`src/rtl/core/ksh_pkg.sv`:
```
`timescale 1ns / 1ps
package ksh_pkg;

	localparam logic [1:0] MODE_KEY = 2'd0;
	localparam logic [1:0] MODE_MSG = 2'd1;
	localparam logic [1:0] MODE_FIN = 2'd2;

	localparam logic [31:0] FNV_PRIME = 32'h0100_0193;
	localparam logic [31:0] LANE_START0 = 32'h736f_6d65;
	localparam logic [31:0] LANE_START1 = 32'h646f_7261;
	localparam logic [31:0] LANE_START2 = 32'h6c79_6765;
	localparam logic [31:0] LANE_START3 = 32'h7465_6462;

	localparam logic [63:0] SIP_INIT0 = 64'h736f_6d65_7073_6575;
	localparam logic [63:0] SIP_INIT1 = 64'h646f_7261_6e64_6f6d;
	localparam logic [63:0] SIP_INIT2 = 64'h6c79_6765_6e65_7261;
	localparam logic [63:0] SIP_INIT3 = 64'h7465_6462_7974_6573;
	localparam logic [63:0] TAG_EE = 64'h0000_0000_0000_00ee;
	localparam logic [63:0] TAG_DD = 64'h0000_0000_0000_00dd;

	localparam logic [2:0] WORD_POS_LAST = 3'd7;
	localparam logic [2:0] COMP_HALF_LAST = 3'd3;
	localparam logic [2:0] FIN_HALF_LAST = 3'd7;

	typedef struct packed {
		logic [63:0] v0;
		logic [63:0] v1;
		logic [63:0] v2;
		logic [63:0] v3;
	} sip_state_t;

	typedef enum logic [2:0] {
		ST_IDLE,
		ST_MIN,
		ST_COMP,
		ST_MXOR,
		ST_FIN1,
		ST_H0,
		ST_FIN2,
		ST_OUT
	} ksh_state_t;

	typedef struct packed {
		logic idle;
		logic min;
		logic half;
		logic half_b;
		logic mxor;
		logic ee;
		logic h0_cap;
		logic emit;
	} ksh_ctl_t;

endpackage

```
`src/rtl/core/ksh_half_round.sv`:
```
`timescale 1ns / 1ps
module ksh_half_round
	import ksh_pkg::*;
(
	input  sip_state_t v,
	input  logic       second,
	output sip_state_t q
);

	logic [63:0] sum_a;
	logic [63:0] sum_c;

	always_comb begin
		if (!second) begin
			sum_a = v.v0 + v.v1;
			sum_c = v.v2 + v.v3;
			q.v0 = {sum_a[31:0], sum_a[63:32]};
			q.v1 = {v.v1[50:0], v.v1[63:51]} ^ sum_a;
			q.v2 = sum_c;
			q.v3 = {v.v3[47:0], v.v3[63:48]} ^ sum_c;
		end else begin
			sum_a = v.v0 + v.v3;
			sum_c = v.v2 + v.v1;
			q.v0 = sum_a;
			q.v1 = {v.v1[46:0], v.v1[63:47]} ^ sum_c;
			q.v2 = {sum_c[31:0], sum_c[63:32]};
			q.v3 = {v.v3[42:0], v.v3[63:43]} ^ sum_a;
		end
	end

endmodule

```
`src/rtl/core/ksh_key_fold.sv`:
```
`timescale 1ns / 1ps
module ksh_key_fold
	import ksh_pkg::*;
(
	input  logic        clk,
	input  logic        arst_n,
	input  logic        fold,
	input  logic        clear,
	input  logic [7:0]  data_byte,
	output logic [63:0] k0,
	output logic [63:0] k1
);

	logic [31:0] lane_q [4];
	logic [1:0]  ptr_q;
	logic [31:0] prod;

	assign prod = (lane_q[ptr_q] ^ {24'b0, data_byte}) * FNV_PRIME;
	assign k0 = {lane_q[0], lane_q[1]};
	assign k1 = {lane_q[2], lane_q[3]};

	always_ff @(posedge clk or negedge arst_n) begin
		if (!arst_n) begin
			lane_q[0] <= LANE_START0;
			lane_q[1] <= LANE_START1;
			lane_q[2] <= LANE_START2;
			lane_q[3] <= LANE_START3;
			ptr_q <= '0;
		end else if (clear) begin
			lane_q[0] <= LANE_START0;
			lane_q[1] <= LANE_START1;
			lane_q[2] <= LANE_START2;
			lane_q[3] <= LANE_START3;
			ptr_q <= '0;
		end else if (fold) begin
			lane_q[ptr_q] <= prod;
			ptr_q <= ptr_q + 2'd1;
		end
	end

endmodule

```
`src/rtl/core/ksh_ctrl.sv`:
```
`timescale 1ns / 1ps
module ksh_ctrl
	import ksh_pkg::*;
(
	input  logic     clk,
	input  logic     arst_n,
	input  logic     go,
	input  logic     go_fin,
	input  logic     out_free,
	output ksh_ctl_t ctl
);

	ksh_state_t state_q, state_d;
	logic [2:0] cnt_q, cnt_d;
	logic       fin_q, fin_d;

	always_ff @(posedge clk or negedge arst_n) begin
		if (!arst_n) begin
			state_q <= ST_IDLE;
			cnt_q <= '0;
			fin_q <= 1'b0;
		end else begin
			state_q <= state_d;
			cnt_q <= cnt_d;
			fin_q <= fin_d;
		end
	end

	always_comb begin
		state_d = state_q;
		cnt_d = cnt_q;
		fin_d = fin_q;
		ctl = '0;
		case (state_q)
			ST_IDLE: begin
				ctl.idle = 1'b1;
				cnt_d = '0;
				if (go) begin
					state_d = ST_MIN;
					fin_d = go_fin;
				end
			end
			ST_MIN: begin
				ctl.min = 1'b1;
				state_d = ST_COMP;
			end
			ST_COMP: begin
				ctl.half = 1'b1;
				ctl.half_b = cnt_q[0];
				cnt_d = cnt_q + 3'd1;
				if (cnt_q == COMP_HALF_LAST) begin
					cnt_d = '0;
					state_d = ST_MXOR;
				end
			end
			ST_MXOR: begin
				ctl.mxor = 1'b1;
				ctl.ee = fin_q;
				state_d = fin_q ? ST_FIN1 : ST_IDLE;
			end
			ST_FIN1: begin
				ctl.half = 1'b1;
				ctl.half_b = cnt_q[0];
				cnt_d = cnt_q + 3'd1;
				if (cnt_q == FIN_HALF_LAST) begin
					state_d = ST_H0;
				end
			end
			ST_H0: begin
				ctl.h0_cap = 1'b1;
				cnt_d = '0;
				state_d = ST_FIN2;
			end
			ST_FIN2: begin
				ctl.half = 1'b1;
				ctl.half_b = cnt_q[0];
				cnt_d = cnt_q + 3'd1;
				if (cnt_q == FIN_HALF_LAST) begin
					state_d = ST_OUT;
				end
			end
			ST_OUT: begin
				if (out_free) begin
					ctl.emit = 1'b1;
					fin_d = 1'b0;
					state_d = ST_IDLE;
				end
			end
			default: begin
				state_d = ST_IDLE;
			end
		endcase
	end

endmodule

```
`src/rtl/core/keyed_siphash128_engine_top.sv`:
```
`timescale 1ns / 1ps
// key bytes, unused codes and non-word-completing message bytes: taken while the engine stays idle
// word-completing message byte: word xor, four half-rounds, word xor, then idle again
// finish: word steps, tag xor, eight half-rounds, tag xor, eight half-rounds, digest beat
// one shared half-round unit, one half-round per cycle; digest waits on a held output beat
// async reset clears control, key lanes return to their start constants, no hash in flight
module keyed_siphash128_engine_top
	import ksh_pkg::*;
(
	input  logic         clk,
	input  logic         arst_n,
	input  logic         s_tvalid,
	output logic         s_tready,
	input  logic [7:0]   s_tdata,  // data_byte
	input  logic [1:0]   s_tuser,  // mode
	output logic         m_tvalid,
	input  logic         m_tready,
	output logic [127:0] m_tdata   // digest_head, digest_tail
);

	ksh_ctl_t    ctl;
	sip_state_t  v_q, v_half;
	logic [63:0] k0, k1;
	logic [63:0] pending_q, pending_new, m_q;
	logic [7:0]  len_q;
	logic        started_q;
	logic [63:0] h0_q, h_sum;
	logic        m_tvalid_q;
	logic [127:0] m_tdata_q;
	logic        accept, fold, load, is_msg, is_fin, go, out_free;

	assign accept = s_tvalid & ctl.idle;
	assign s_tready = ctl.idle;
	assign is_msg = accept & (s_tuser == MODE_MSG);
	assign is_fin = accept & (s_tuser == MODE_FIN);
	assign fold = accept & (s_tuser == MODE_KEY) & ~started_q;
	assign load = (is_msg | is_fin) & ~started_q;
	assign go = is_fin | (is_msg & (len_q[2:0] == WORD_POS_LAST));
	assign out_free = ~m_tvalid_q | m_tready;
	assign pending_new = pending_q | ({56'b0, s_tdata} << {len_q[2:0], 3'b000});
	assign h_sum = v_q.v0 ^ v_q.v1 ^ v_q.v2 ^ v_q.v3;

	ksh_ctrl u_ctrl (
		.clk      (clk),
		.arst_n   (arst_n),
		.go       (go),
		.go_fin   (is_fin),
		.out_free (out_free),
		.ctl      (ctl)
	);

	ksh_key_fold u_key (
		.clk       (clk),
		.arst_n    (arst_n),
		.fold      (fold),
		.clear     (ctl.emit),
		.data_byte (s_tdata),
		.k0        (k0),
		.k1        (k1)
	);

	ksh_half_round u_round (
		.v      (v_q),
		.second (ctl.half_b),
		.q      (v_half)
	);

	always_ff @(posedge clk or negedge arst_n) begin
		if (!arst_n) begin
			started_q <= 1'b0;
			pending_q <= '0;
			len_q <= '0;
		end else if (ctl.emit) begin
			started_q <= 1'b0;
			pending_q <= '0;
			len_q <= '0;
		end else begin
			if (load) begin
				started_q <= 1'b1;
			end
			if (is_msg) begin
				len_q <= len_q + 8'd1;
				pending_q <= (len_q[2:0] == WORD_POS_LAST) ? '0 : pending_new;
			end
		end
	end

	// sip words and the word being absorbed
	always_ff @(posedge clk) begin
		if (is_msg) begin
			m_q <= pending_new;
		end else if (is_fin) begin
			m_q <= pending_q | {len_q, 56'b0};
		end
		if (load) begin
			v_q.v0 <= k0 ^ SIP_INIT0;
			v_q.v1 <= k1 ^ SIP_INIT1 ^ TAG_EE;
			v_q.v2 <= k0 ^ SIP_INIT2;
			v_q.v3 <= k1 ^ SIP_INIT3;
		end else if (ctl.min) begin
			v_q.v3 <= v_q.v3 ^ m_q;
		end else if (ctl.half) begin
			v_q <= v_half;
		end else if (ctl.mxor) begin
			v_q.v0 <= v_q.v0 ^ m_q;
			if (ctl.ee) begin
				v_q.v2 <= v_q.v2 ^ TAG_EE;
			end
		end else if (ctl.h0_cap) begin
			v_q.v1 <= v_q.v1 ^ TAG_DD;
		end
		if (ctl.h0_cap) begin
			h0_q <= h_sum;
		end
	end

	always_ff @(posedge clk or negedge arst_n) begin
		if (!arst_n) begin
			m_tvalid_q <= 1'b0;
		end else if (ctl.emit) begin
			m_tvalid_q <= 1'b1;
		end else if (m_tready) begin
			m_tvalid_q <= 1'b0;
		end
	end

	always_ff @(posedge clk) begin
		if (ctl.emit) begin
			m_tdata_q <= {h_sum[31:0], h_sum[63:32], h0_q[31:0], h0_q[63:32]};
		end
	end

	assign m_tvalid = m_tvalid_q;
	assign m_tdata = m_tdata_q;

endmodule

```
`config.mk`:
```
export PLATFORM = sky130hd
export DESIGN_NAME = keyed_siphash128_engine_top
export DESIGN_NICKNAME = d
export VERILOG_FILES = /design/src/rtl/core/ksh_pkg.sv /design/src/rtl/core/ksh_half_round.sv /design/src/rtl/core/ksh_key_fold.sv /design/src/rtl/core/ksh_ctrl.sv /design/src/rtl/core/keyed_siphash128_engine_top.sv
export SDC_FILE = /design/constraint.sdc
export NUM_CORES = 2
export LEC_CHECK = 0
export BUFFER_PORTS_ARGS = -buffer_cell sky130_fd_sc_hd__buf_2
export CAP_MARGIN = 20
export CORE_MARGIN = 2
export CORE_UTILIZATION = 25
export CTS_CLUSTER_DIAMETER = 50
export DETAILED_ROUTE_END_ITERATION = 16
export GPL_TIMING_DRIVEN = 0
export PLACE_DENSITY_LB_ADDON = 0.1
export SYNTH_ARGS = -nofsm -noshare
export SYNTH_HDL_FRONTEND = slang
export SYNTH_SLANG_ARGS = --single-unit
export TNS_END_PERCENT = 100
```
`constraint.sdc`:
```
create_clock -name clk -period 15.1 [get_ports clk]
set_clock_uncertainty 0.1 [all_clocks]
set_input_delay 0 -clock clk [delete_from_list [all_inputs] [get_ports clk]]
set_output_delay 0 -clock clk [all_outputs]
set_load 0.01 [all_outputs]
```
==> results.cfg <==
[run]
maxCapViolations = 0

[yosys]
synth_top_area_cell = edfxtp_1
ys_ff_latch = 723
synth_top_family_by_area = compound AO/OA/AOI/OAI gates
yosys_warnings = 0
synth_edf_count = 512
ys_types = 100
post_synth_instance_area_um2 = 55570
synthTopCellsByArea = edfxtp_1 (28%), ha_1 (10%), xnor2_1 (7.7%), dfrtp_1 (6.4%), o21ai_0 (5.0%)
ys.flop_type = edfxtp_1
yosys.area_share.adder = 0.1294
yosysMostFrequentCell = o21ai_0
synth_seq_area_share = 0.3732
synthesis.instances = 5790
synth_common_cells = o21ai_0 (558), edfxtp_1 (512), xnor2_1 (489)
synth.area.mux_share = 0.02191
synth-simple-area-share = 0.1046
synthArstFlopShare = 0.2918
synth_compound_area_frac = 0.2037
avgSynthCellArea_um2 = 9.598
synth_top_area_frac = 0.2767
synth-xor-area-share = 0.1281
synth_nets = 6332

[clock_tree]
ctsResizeCount = 0
htree_levels = 4
cts_buffer_depth = 3
clk_latency_ns = 0.84
cts_tree = yes
numCtsBuffers = 145
cts_setup_buffers = 0
clock_sinks = 723
cts_root_buf = clkbuf_16
ctsHoldBuffers = 19
cts.clk_slew.worst_paths_ns = 0.06

[route]
drtAntennaViolNets = 0
routed_wl_um = 396700
drcViolationCount = 0
wl_per_cell_um = 42.54
vias_per_cell = 5.690
dr.first_iter.drc_count = 7343
vias = 53060
drt_pass1_iterations = 6

[critical_path]
crit_required_ns = 15.71
critPathSlowestCell = o41ai_1
end_kind = flip-flop
cp-startpoint = u_key.ptr_q[0]
arrival_ns = 9.82
crit_type = reg -> reg
r2r_start = u_key.ptr_q[0]
crit_path_start_kind = flip-flop
cp_max_fo = 10
max_stage_delay_ns = 0.85

[sta]
layout_min_cycle_time_ns = 9.215
setup_tns_ns = 0
setup_viol = 0
slew-limit-headroom = 0.08863
setup_slack_ns = 5.885
finalCritPeriodShare = 0.6103
hold_viol = 0
fmax_ghz = 0.1085
rsz0062_at_grt = false
tightest_slew_ns = 1.357
slew_violations = 0

[finish]
seq_area_um2 = 20740
fillers = 23450
multiInputGateArea_um2 = 32890
drive_above_1_share = 0.1123
fin_nets = 6744
final_core_util = 0.3019
area_growth_pct = 20.39
final_area_um2 = 66910

[floorplanning]
fp.dieH_um = 475.5
coreArea_um2 = 221700
die_w_um = 475.5
initial_core_util = 0.2507
ios = 144
die_area_um2 = 226100
rows = 173

[place]
gp_congestion = 1.066
portBuffers = 142
dp_hpwl_um = 333900
place_ws_ns = 5.907
place_area_um2 = 61590

[grt]
grt_pass1_wl_um = 507300
gr-total-overflow = 0
antenna_found_initial = 54
grt_pass1_vias = 49800
grtUsageTotal = 0.3438
grt_max_degree = 104

[min_path]
min_path_type = in -> reg
min_from = s_tdata[3]

[run_status]
status = complete, no violations
[logic make-up after synthesis]
logic type,Yosys count
fa+ha+maj,528
mux,81
buf+inv,573
flops,723
compound gates,1814
simple gates,1268
xor+xnor,803
[layout by cell type, fill, tap and decap left out, types with 26 or more instances in the layout]
| cell type | n |
|---|---|
| buf_1 | 26 |
| nand3_1 | 143 |
| a211oi_1 | 49 |
| mux4_2 | 32 |
| buf_8 | 29 |
| o21bai_1 | 73 |
| o221ai_1 | 42 |
| clkbuf_16 | 147 |
| xnor2_1 | 474 |
| diode_2 | 27 |
| o21a_1 | 32 |
| and3_1 | 26 |
| dfrtp_1 | 143 |
| nor2_1 | 371 |
| ha_1 | 450 |
| dfstp_2 | 68 |
| edfxtp_1 | 512 |
| and2_1 | 30 |
| mux2i_1 | 44 |
| buf_2 | 157 |
| buf_4 | 29 |
| o211ai_1 | 57 |
| o22ai_1 | 64 |
| xor2_1 | 305 |
| nand2_1 | 411 |
| nor2b_1 | 39 |
| a31oi_1 | 46 |
| a21o_1 | 193 |
| clkbuf_1 | 277 |
| a21oi_1 | 468 |
| nand4_1 | 49 |
| o31ai_1 | 26 |
| o21ai_0 | 557 |
| nor3_1 | 60 |
| fa_1 | 78 |
| nand2b_1 | 40 |
| inv_1 | 261 |
[routing by layer]
metal	part of all wire	vias up	wire length [um]	global-route usage
met2	0.43	3037	170500	0.5193
li1	-	22020	-	-
met1	0.41	27150	163000	0.4370
met4	0.080	16	31700	0.2326
met3	0.079	841	31440	0.07634
met5	0.00023	-	93	0
[path summary, 6_finish.rpt]
check                                    end  slack (ns)  cells past startpoint
max                             u_key.k0[62]        5.88                     27
min                                  m_q[59]        0.06                      3
max reg2reg                     u_key.k0[62]        5.88                     27
min reg2reg                      m_tdata[39]        0.30                      0
max in group asynchronous  u_ctrl.state_q[1]       13.03                      5
min in group asynchronous      pending_q[55]        0.23                      3
[registers in the layout (all words and copies together), names as in the netlist]
register	flops
v_q	256
m_tdata	128
h0_q	64
m_q	64
pending_q	64
u_key.k0	64
u_key.k1	64
len_q	8
u_ctrl.cnt_q	3
u_ctrl.state_q	3
u_key.ptr_q	2
m_tvalid	1
started_q	1
u_ctrl.fin_q	1
[critical path, delay by kind of cell, from the launching register on]
family	cells	cell delay [ns]
AO/OA/AOI/OAI	9	2.95
adder cells (fa/ha/maj)	7	2.40
buffers and inverters	7	1.85
multiplexers	1	0.64
XOR/XNOR	1	0.46
flip-flops	1	0.37
AND/OR/NAND/NOR	2	0.30
[per-stage QoR]
| stage | hold WS (ns) | std cells |
|---|---|---|
| finish | 0.06403 | 9326 |
| floorplan | -0.3956 | 5790 |
| CTS | 0.03945 | 9289 |
| global route | 0.09694 | 9300 |
| detailed placement | -0.2846 | 9001 |
| global placement | 0.2305 | 8907 |
[layout make-up]
class                           count  share of cell area
Multi-Input combinational cell   4494              0.4916
Sequential cell                   723              0.3100
Clock buffer                      163             0.05633
Tap cell                         2975             0.05563
Timing Repair Buffer              265             0.03484
Clock inverter                    106             0.01801
Buffer                            310             0.01780
Inverter                          263             0.01475
Antenna cell                       27            0.001010
Power is left out: the tool's default activity adds up to more than one toggle a clock period on the data nets, which glitch-free logic cannot reach.
